===== src/hdl/tts_pkg.sv =====
// ---------------------------------------------------------------------------
// Terminal cursor/scroll package
// Shared types, field widths and character codes of the text terminal unit.
// ---------------------------------------------------------------------------
package tts_pkg;

  localparam int COLUMNS   = 80;
  localparam int ROWS      = 25;
  localparam int TAB_WIDTH = 8;

  localparam int OP_W   = 2;
  localparam int CHAR_W = 8;
  localparam int CELL_W = 11;
  localparam int COL_W  = 7;
  localparam int LINE_W = 5;

  localparam logic [CHAR_W-1:0] CH_TAB     = 8'd9;
  localparam logic [CHAR_W-1:0] CH_NEWLINE = 8'd10;

  typedef enum logic [OP_W-1:0] {
    OP_PUT  = 2'd0,
    OP_READ = 2'd1,
    OP_HOME = 2'd2
  } op_e;

  typedef enum logic [2:0] {
    ST_CLEAR,
    ST_IDLE,
    ST_EXEC,
    ST_CHECK,
    ST_SCROLL,
    ST_CHAR,
    ST_READ,
    ST_DONE
  } state_e;

  typedef struct packed {
    logic wr_en;
    logic rd_en;
  } mem_cmd_t;

  typedef struct packed {
    logic [CHAR_W-1:0] read_data;
    logic [COL_W-1:0]  cursor_column;
    logic [LINE_W-1:0] cursor_line;
    logic              did_scroll;
  } res_t;

endpackage


===== src/hdl/tts_ctrl.sv =====
// ---------------------------------------------------------------------------
// Cursor and scroll sequencer
// Cursor state, circular row base, store clearing and per-transaction FSM.
// ---------------------------------------------------------------------------
module tts_ctrl #(
  parameter int Columns  = tts_pkg::COLUMNS,
  parameter int Rows     = tts_pkg::ROWS,
  parameter int TabWidth = tts_pkg::TAB_WIDTH,
  parameter int AddrW    = $clog2(Columns * Rows)
) (
  input  logic                       clk_i,
  input  logic                       rst_ni,
  input  logic                       in_valid_i,
  output logic                       in_ready_o,
  input  logic [tts_pkg::OP_W-1:0]   op_i,
  input  logic [tts_pkg::CHAR_W-1:0] char_i,
  input  logic [tts_pkg::CELL_W-1:0] cell_i,
  output logic                       res_valid_o,
  input  logic                       res_ready_i,
  output tts_pkg::res_t              res_o,
  output tts_pkg::mem_cmd_t          cmd_o,
  output logic [AddrW-1:0]           waddr_o,
  output logic [tts_pkg::CHAR_W-1:0] wdata_o,
  output logic [AddrW-1:0]           raddr_o,
  input  logic [tts_pkg::CHAR_W-1:0] rdata_i
);
  import tts_pkg::*;

  localparam int CellCount = Columns * Rows;
  localparam int CW        = $clog2(Columns + 1);
  localparam int RW        = $clog2(Rows + 1);
  localparam int CntW      = $clog2(Columns);
  localparam int TabSteps  = (Columns + TabWidth - 1) / TabWidth;

  state_e            state_q, state_d;
  logic [OP_W-1:0]   op_q, op_d;
  logic [CHAR_W-1:0] ch_q, ch_d;
  logic [CELL_W-1:0] cell_q, cell_d;
  logic [CW-1:0]     col_q, col_d;
  logic [RW-1:0]     row_q, row_d;
  logic [AddrW-1:0]  base_q, base_d;
  logic [AddrW-1:0]  sweep_q, sweep_d;
  logic [CntW-1:0]   cnt_q, cnt_d;
  logic              after_nl_q, after_nl_d;
  logic              scrolled_q, scrolled_d;
  logic [CHAR_W-1:0] data_q, data_d;

  logic [AddrW:0]    cur_lin, cell_lin, base_lin;
  logic [AddrW-1:0]  cur_addr, cell_addr, base_next;
  logic              cell_ok;
  logic [CW-1:0]     tab_next;

  // logical to physical: rows rotate around base_q
  assign cur_lin   = (AddrW+1)'(row_q * Columns) + (AddrW+1)'(col_q) + {1'b0, base_q};
  assign cur_addr  = (cur_lin >= (AddrW+1)'(CellCount)) ?
                     AddrW'(cur_lin - (AddrW+1)'(CellCount)) : AddrW'(cur_lin);
  assign cell_lin  = (AddrW+1)'(cell_q) + {1'b0, base_q};
  assign cell_addr = (cell_lin >= (AddrW+1)'(CellCount)) ?
                     AddrW'(cell_lin - (AddrW+1)'(CellCount)) : AddrW'(cell_lin);
  assign cell_ok   = (32'(cell_q) < CellCount);
  assign base_lin  = {1'b0, base_q} + (AddrW+1)'(Columns);
  assign base_next = (base_lin >= (AddrW+1)'(CellCount)) ?
                     AddrW'(base_lin - (AddrW+1)'(CellCount)) : AddrW'(base_lin);

  always_comb begin
    int cand;
    cand = Columns;
    for (int k = TabSteps; k >= 1; k--) begin
      if (k * TabWidth > int'(col_q)) cand = k * TabWidth;
    end
    tab_next = (cand > Columns) ? CW'(Columns) : CW'(cand);
  end

  always_ff @(posedge clk_i or negedge rst_ni) begin
    if (!rst_ni) begin
      state_q    <= ST_CLEAR;
      col_q      <= '0;
      row_q      <= '0;
      base_q     <= '0;
      sweep_q    <= '0;
      cnt_q      <= '0;
      after_nl_q <= 1'b0;
      scrolled_q <= 1'b0;
    end else begin
      state_q    <= state_d;
      col_q      <= col_d;
      row_q      <= row_d;
      base_q     <= base_d;
      sweep_q    <= sweep_d;
      cnt_q      <= cnt_d;
      after_nl_q <= after_nl_d;
      scrolled_q <= scrolled_d;
    end
  end

  always_ff @(posedge clk_i) begin
    op_q   <= op_d;
    ch_q   <= ch_d;
    cell_q <= cell_d;
    data_q <= data_d;
  end

  always_comb begin
    state_d     = state_q;
    op_d        = op_q;
    ch_d        = ch_q;
    cell_d      = cell_q;
    col_d       = col_q;
    row_d       = row_q;
    base_d      = base_q;
    sweep_d     = sweep_q;
    cnt_d       = cnt_q;
    after_nl_d  = after_nl_q;
    scrolled_d  = scrolled_q;
    data_d      = data_q;
    cmd_o       = '0;
    waddr_o     = sweep_q;
    wdata_o     = '0;
    raddr_o     = cell_addr;
    res_valid_o = 1'b0;

    unique case (state_q)
      ST_CLEAR: begin
        cmd_o.wr_en = 1'b1;
        sweep_d     = sweep_q + 1'b1;
        if (sweep_q == AddrW'(CellCount - 1)) begin
          state_d = ST_IDLE;
        end
      end
      ST_IDLE: begin
        if (in_valid_i) begin
          op_d       = op_i;
          ch_d       = char_i;
          cell_d     = cell_i;
          data_d     = '0;
          scrolled_d = 1'b0;
          after_nl_d = 1'b0;
          state_d    = ST_EXEC;
        end
      end
      ST_EXEC: begin
        unique case (op_e'(op_q))
          OP_PUT: begin
            if (int'(col_q) >= Columns) begin
              col_d = '0;
              row_d = row_q + 1'b1;
            end
            state_d = ST_CHECK;
          end
          OP_READ: begin
            if (cell_ok) begin
              cmd_o.rd_en = 1'b1;
              state_d     = ST_READ;
            end else begin
              state_d = ST_DONE;
            end
          end
          OP_HOME: begin
            col_d   = '0;
            row_d   = '0;
            state_d = ST_DONE;
          end
          default: state_d = ST_DONE;
        endcase
      end
      ST_CHECK: begin
        if (int'(row_q) >= Rows) begin
          // oldest row becomes the blank bottom row
          col_d      = '0;
          row_d      = RW'(Rows - 1);
          scrolled_d = 1'b1;
          sweep_d    = base_q;
          cnt_d      = '0;
          base_d     = base_next;
          state_d    = ST_SCROLL;
        end else begin
          state_d = after_nl_q ? ST_DONE : ST_CHAR;
        end
      end
      ST_SCROLL: begin
        cmd_o.wr_en = 1'b1;
        sweep_d     = sweep_q + 1'b1;
        cnt_d       = cnt_q + 1'b1;
        if (cnt_q == CntW'(Columns - 1)) begin
          state_d = after_nl_q ? ST_DONE : ST_CHAR;
        end
      end
      ST_CHAR: begin
        priority if (ch_q == CH_NEWLINE) begin
          col_d      = '0;
          row_d      = row_q + 1'b1;
          after_nl_d = 1'b1;
          state_d    = ST_CHECK;
        end else if (ch_q == CH_TAB) begin
          col_d   = tab_next;
          state_d = ST_DONE;
        end else begin
          cmd_o.wr_en = 1'b1;
          waddr_o     = cur_addr;
          wdata_o     = ch_q;
          col_d       = col_q + 1'b1;
          state_d     = ST_DONE;
        end
      end
      ST_READ: begin
        data_d  = rdata_i;
        state_d = ST_DONE;
      end
      ST_DONE: begin
        res_valid_o = 1'b1;
        if (res_ready_i) begin
          state_d = ST_IDLE;
        end
      end
      default: state_d = ST_IDLE;
    endcase
  end

  assign in_ready_o = (state_q == ST_IDLE);

  assign res_o.read_data     = data_q;
  assign res_o.cursor_column = COL_W'(col_q);
  assign res_o.cursor_line   = LINE_W'(row_q);
  assign res_o.did_scroll    = scrolled_q;

endmodule


===== config.mk =====
export PLATFORM = sky130hd
export DESIGN_NAME = tts_ctrl
export DESIGN_NICKNAME = d
export VERILOG_FILES = /design/src/hdl/tts_pkg.sv /design/src/hdl/tts_ctrl.sv
export SDC_FILE = /design/constraint.sdc
export NUM_CORES = 1
export LEC_CHECK = 0
export ABC_AREA = 1
export CORE_ASPECT_RATIO = 1.25
export CORE_MARGIN = 2
export CORE_UTILIZATION = 25
export DETAILED_ROUTE_END_ITERATION = 10
export DONT_BUFFER_PORTS = 1
export PLACE_DENSITY = 0.34
export SLEW_MARGIN = 15
export SYNTH_ARGS = -nofsm -noshare
export SYNTH_HDL_FRONTEND = slang
export SYNTH_SLANG_ARGS = --single-unit

===== constraint.sdc =====
create_clock -name clk_i -period 4.2 [get_ports clk_i]
set_input_delay 0.84 -clock clk_i [delete_from_list [all_inputs] [get_ports clk_i]]
set_output_delay 0.84 -clock clk_i [all_outputs]
set_load 0.1 [all_outputs]

==> summary by stage <==
Timing
Setup violations remaining at the end of the flow were counted as 7. The setup skew after layout is 0.00916 ns. In this run the tightest slew margin relative to its limit is 23.4%. Static timing analysis puts the maximum clock frequency at 0.228 GHz.

Setup repair after global routing could not meet its margin everywhere. The final critical-path share of the clock period is 104%. The total count of hold-check failures in the final report is 0. The worst-margin pin slew is 1.15 ns. The final number of max-transition violations is 0.

Once routing completed, OpenROAD measured the worst setup slack at -0.180 ns. The minimum clock period is 4.38 ns.

Setup path
The slowest cell on the critical path is fa_2. The arrival time at the worst endpoint is 3.54 ns. Broken down by cell family, the worst path's largest delay share belongs to adder cells. STA classifies the critical path endpoint as an output port. The longest individual stage delay on the worst path is 0.54 ns. The buffering stage count on the worst path with inverters included is 2. The largest fanout on the critical path is 7. The worst flop-to-flop path startpoint is row_q[1]. The required arrival time at the worst endpoint is 3.36 ns.

By instance count, the cell type seen most on the critical path is ha_4. The startpoint type of the worst setup path is a flip-flop. The critical path starts at row_q[1].

The signal on the critical path passes through ha_4 -> ha_4 -> fa_2 -> ha_4 -> ha_4 -> nand3b_1 -> nand2_1 -> nand2_1 -> nand2_2 -> xor2_4 -> nand2_4 -> nand2_1 -> nand3_1 -> nand2_2 -> clkinvlp_4 -> buf_12. The worst setup path is of the reg2out kind.

Cells and area
The share of layout cells above drive strength 1 is 19.5%. The library cells used most frequently in the layout, excluding fill and tap cells, are 161 x nand2_1, 100 x inv_1, 56 x nand3_1, 54 x nor2_1, 48 x buf_4. The count of cells in the finished layout, fillers not included, comes to 1042.

0 antenna diodes ended up in the layout. The growth of design area from synthesis to finish is 25.6%. The design area is 6700 µm². The utilization after layout is 32.1%. The library cell used most frequently in the layout, excluding fill and tap cells, is nand2_1.

The final layout contains 837 nets.

GRT
The number of antenna violations at the first check in global routing is 0. The global router's overall resource usage is 13.7%. The first global-routing pass estimated 24500 µm of wire. The overall overflow remaining after global route is 0. The via count of the first global-routing pass is 4859. Entering global routing, the biggest net connects 43 pins.

Placement
The final RePlAce weighted congestion is 0.826. Counting tap cells, the placed design contains a total of 1023 instances. The placed wire-length estimate is 12000 µm. Buffers placed on the I/O ports in this run total 0. The worst slack at placement is 0.133 ns. The area of placed instances is 6340 µm².

Power and ir drop
The clock power share is 13.3%. The switching part of the total power is 57.1%. The net load switching power is 3.21 mW. The cell-internal power is 2.41 mW. The analysis attributes to cell leakage a power of 3.11 nW. The power per cell area is 839 nW/µm². Combinational logic burns 65.0% of the power. The largest voltage drop on the vdd net is 0.504 mV. The sequential power share is 21.7%.

Routing
In this run, the number of DRC markers left after iteration 0 of detailed routing was 189. The number of optimization iterations in the first detailed-route pass is 4. The final wirelength is 15000 µm.

In the final routed layout, each cell accounts on average for 14.4 µm. Dividing the detail-routed via count by the number of cells gives 4.56. The total via count after detailed routing is 4751. The post-route antenna net violation count is 0. In the routed design, unresolved DRC markers number 0.

Run status
The flow ran to the end, but the final reports show violations. The final reports fail on negative setup slack.

Clock network
The clock-pin slew reported for the worst setup and hold paths after clock tree synthesis is 0.07 ns. The number of clock buffers added by TritonCTS is 9. The clock insertion delay at the later pin of the skew report is 0.35 ns. For this design, the sink count on the clock tree is 71. TritonCTS built the clock tree. The largest buffer count on any clock path is 2. The tree is rooted in a clkbuf_16. The number of H-tree levels is 3.

Die
The initialized floorplan defines 59 standard-cell rows. The top-level I/O count is 88. The full die area is 22500 µm². The initial cell density of the core is 25.5%. The placeable core area is 20900 µm². The die boundary height is 167 µm. Measured along the x axis, the die boundary spans 135 µm.

Logic synthesis
Sequential elements use 36.0% of the synthesized area. The post-synthesis cell count is 706. The synthesized netlist contains 50 unique library cells. The average size of a mapped cell is 7.56 µm². After synthesis the netlist holds a flip-flop and latch count of 71. The post-synthesis cell type with the largest combined area is dfrtp_1. In the post-synthesis netlist, the biggest area contributors are dfrtp_1 20%, edfxtp_1 16%, nand2_1 12%. The area share of the largest cell type after synthesis is 19.7%. The post-synth design cell area is 5340 µm².

The number of warnings printed during yosys synthesis is 0. The net count after synthesis is 780.

Min path
The worst hold-check path type is in2async.

Run
Across the run, the number of max-cap violations was 0.
[layout make-up]
type                    instances  area, µm²
multi-input cells             510       3120
clock buffers                   9        225
repair buffers                 59        572
fillers                      2220      14200
inverters                     112        442
well taps                     274        343
flip-flops and latches         71       1940
clock inverters                 7       60.1
[worst register-to-register path: stages, from the launching register on]
cell and delay (ns):
dfrtp_4 0.49, buf_4 0.16, buf_4 0.23, inv_1 0.11, ha_1 0.14, inv_1 0.04
a31oi_1 0.35, nor2_1 0.17, nor3_4 0.42, inv_4 0.11, nor2_8 0.18, inv_1 0.09
nor2_1 0.09, nor2_1 0.05
[through the flow]
| stage | power [mW] | setup TNS (ns) | hold WS, ns |
|---|---|---|---|
| 2_1_floorplan | 3.93 | -0.136 | 0.470 |
| 3_3_place_gp | 4.88 | 0 | 0.502 |
| 3_5_place_dp | 4.88 | 0 | 0.515 |
| 4_1_cts | 5.69 | -1.12 | 0.164 |
| 5_1_grt | 6.02 | -2.20 | 0.162 |
| 6_report | 5.62 | -1.03 | 0.179 |
[path summary, 6_finish.rpt]
path,slack (ns),cells past startpoint,end
min in group clk_i,0.54,1,cnt_q[0]
max,-0.18,16,waddr_o[6]
min,0.18,0,col_q[1]
max reg2reg,1.47,13,row_q[2]
min reg2reg,0.54,1,cnt_q[0]
max in group asynchronous,3.90,0,row_q[4]
[logic make-up (layout without fill, tap and decap cells)]
logic type | after synthesis | after routing | share of synthesized area, %
buffers and inverters | 125 | 187 | 9.31
XOR/XNOR | 26 | 26 | 4.69
adder cells (fa/ha/maj) | 41 | 41 | 10.5
AO/OA/AOI/OAI | 98 | 98 | 10.4
AND/OR/NAND/NOR | 345 | 345 | 29.1
flip-flops | 71 | 71 | 36.0
[per-layer routing]
| layer | track usage [%] | share of wire, % |
|---|---|---|
| met3 | 3.30 | 5.1 |
| met4 | 5.17 | 1.9 |
| met5 | 0 | 0 |
| met2 | 23.8 | 50 |
| met1 | 16.2 | 43 |
[synth_stat cells, drive strengths merged]
| library cell | count |
|---|---|
| buf | 8 |
| nor2 | 71 |
| a32oi | 1 |
| xnor2 | 6 |
| clkbuf | 5 |
| nand4 | 16 |
| nand2 | 171 |
| a22oi | 1 |
| ha | 35 |
| a21oi | 24 |
| a31oi | 2 |
| edfxtp | 29 |
| o221ai | 1 |
| o31ai | 3 |
| fa | 6 |
| nor3 | 13 |
| inv | 111 |
| or2 | 5 |
| dfrtp | 42 |
| and2 | 1 |
| o22ai | 6 |
| nand3b | 9 |
| o21a | 1 |
| nand3 | 57 |
| a22o | 2 |
| clkinv | 1 |
| o211ai | 5 |
| o2111ai | 1 |
| xor2 | 20 |
| o21ai | 49 |
| nor4 | 2 |
| a32o | 1 |
| o21bai | 1 |
[power groups by stage]
stage | logic, mW | clock network (mW) | registers (mW)
global placement | 3.64 | 0 | 1.24
floorplan | 2.48 | 0 | 1.45
detailed placement | 3.64 | 0 | 1.24
finish | 3.66 | 0.747 | 1.22
CTS | 3.69 | 0.771 | 1.22
global route | 3.97 | 0.795 | 1.25
[flip-flops by register name, summed over array words and instances, names as in the netlist]
name / flops
cell_q: 11
sweep_q: 11
ch_q: 8
data_q: 8
base_q: 7
cnt_q: 7
col_q: 7
row_q: 5
state_q: 3
op_q: 2
after_nl_q: 1
scrolled_q: 1
[timing repair]
| action | CTS | global route |
|---|---|---|
| hold endpoints to repair | 0 | 0 |
| pin swaps | 7 | 5 |
| gates resized for setup | 9 | 4 |
| buffers inserted | 3 | 0 |
| hold buffers | 0 | 0 |
| cloned | 0 | 0 |
| endpoints found under the setup margin | 7 | 14 |
(Power assumes the default switching activity.)
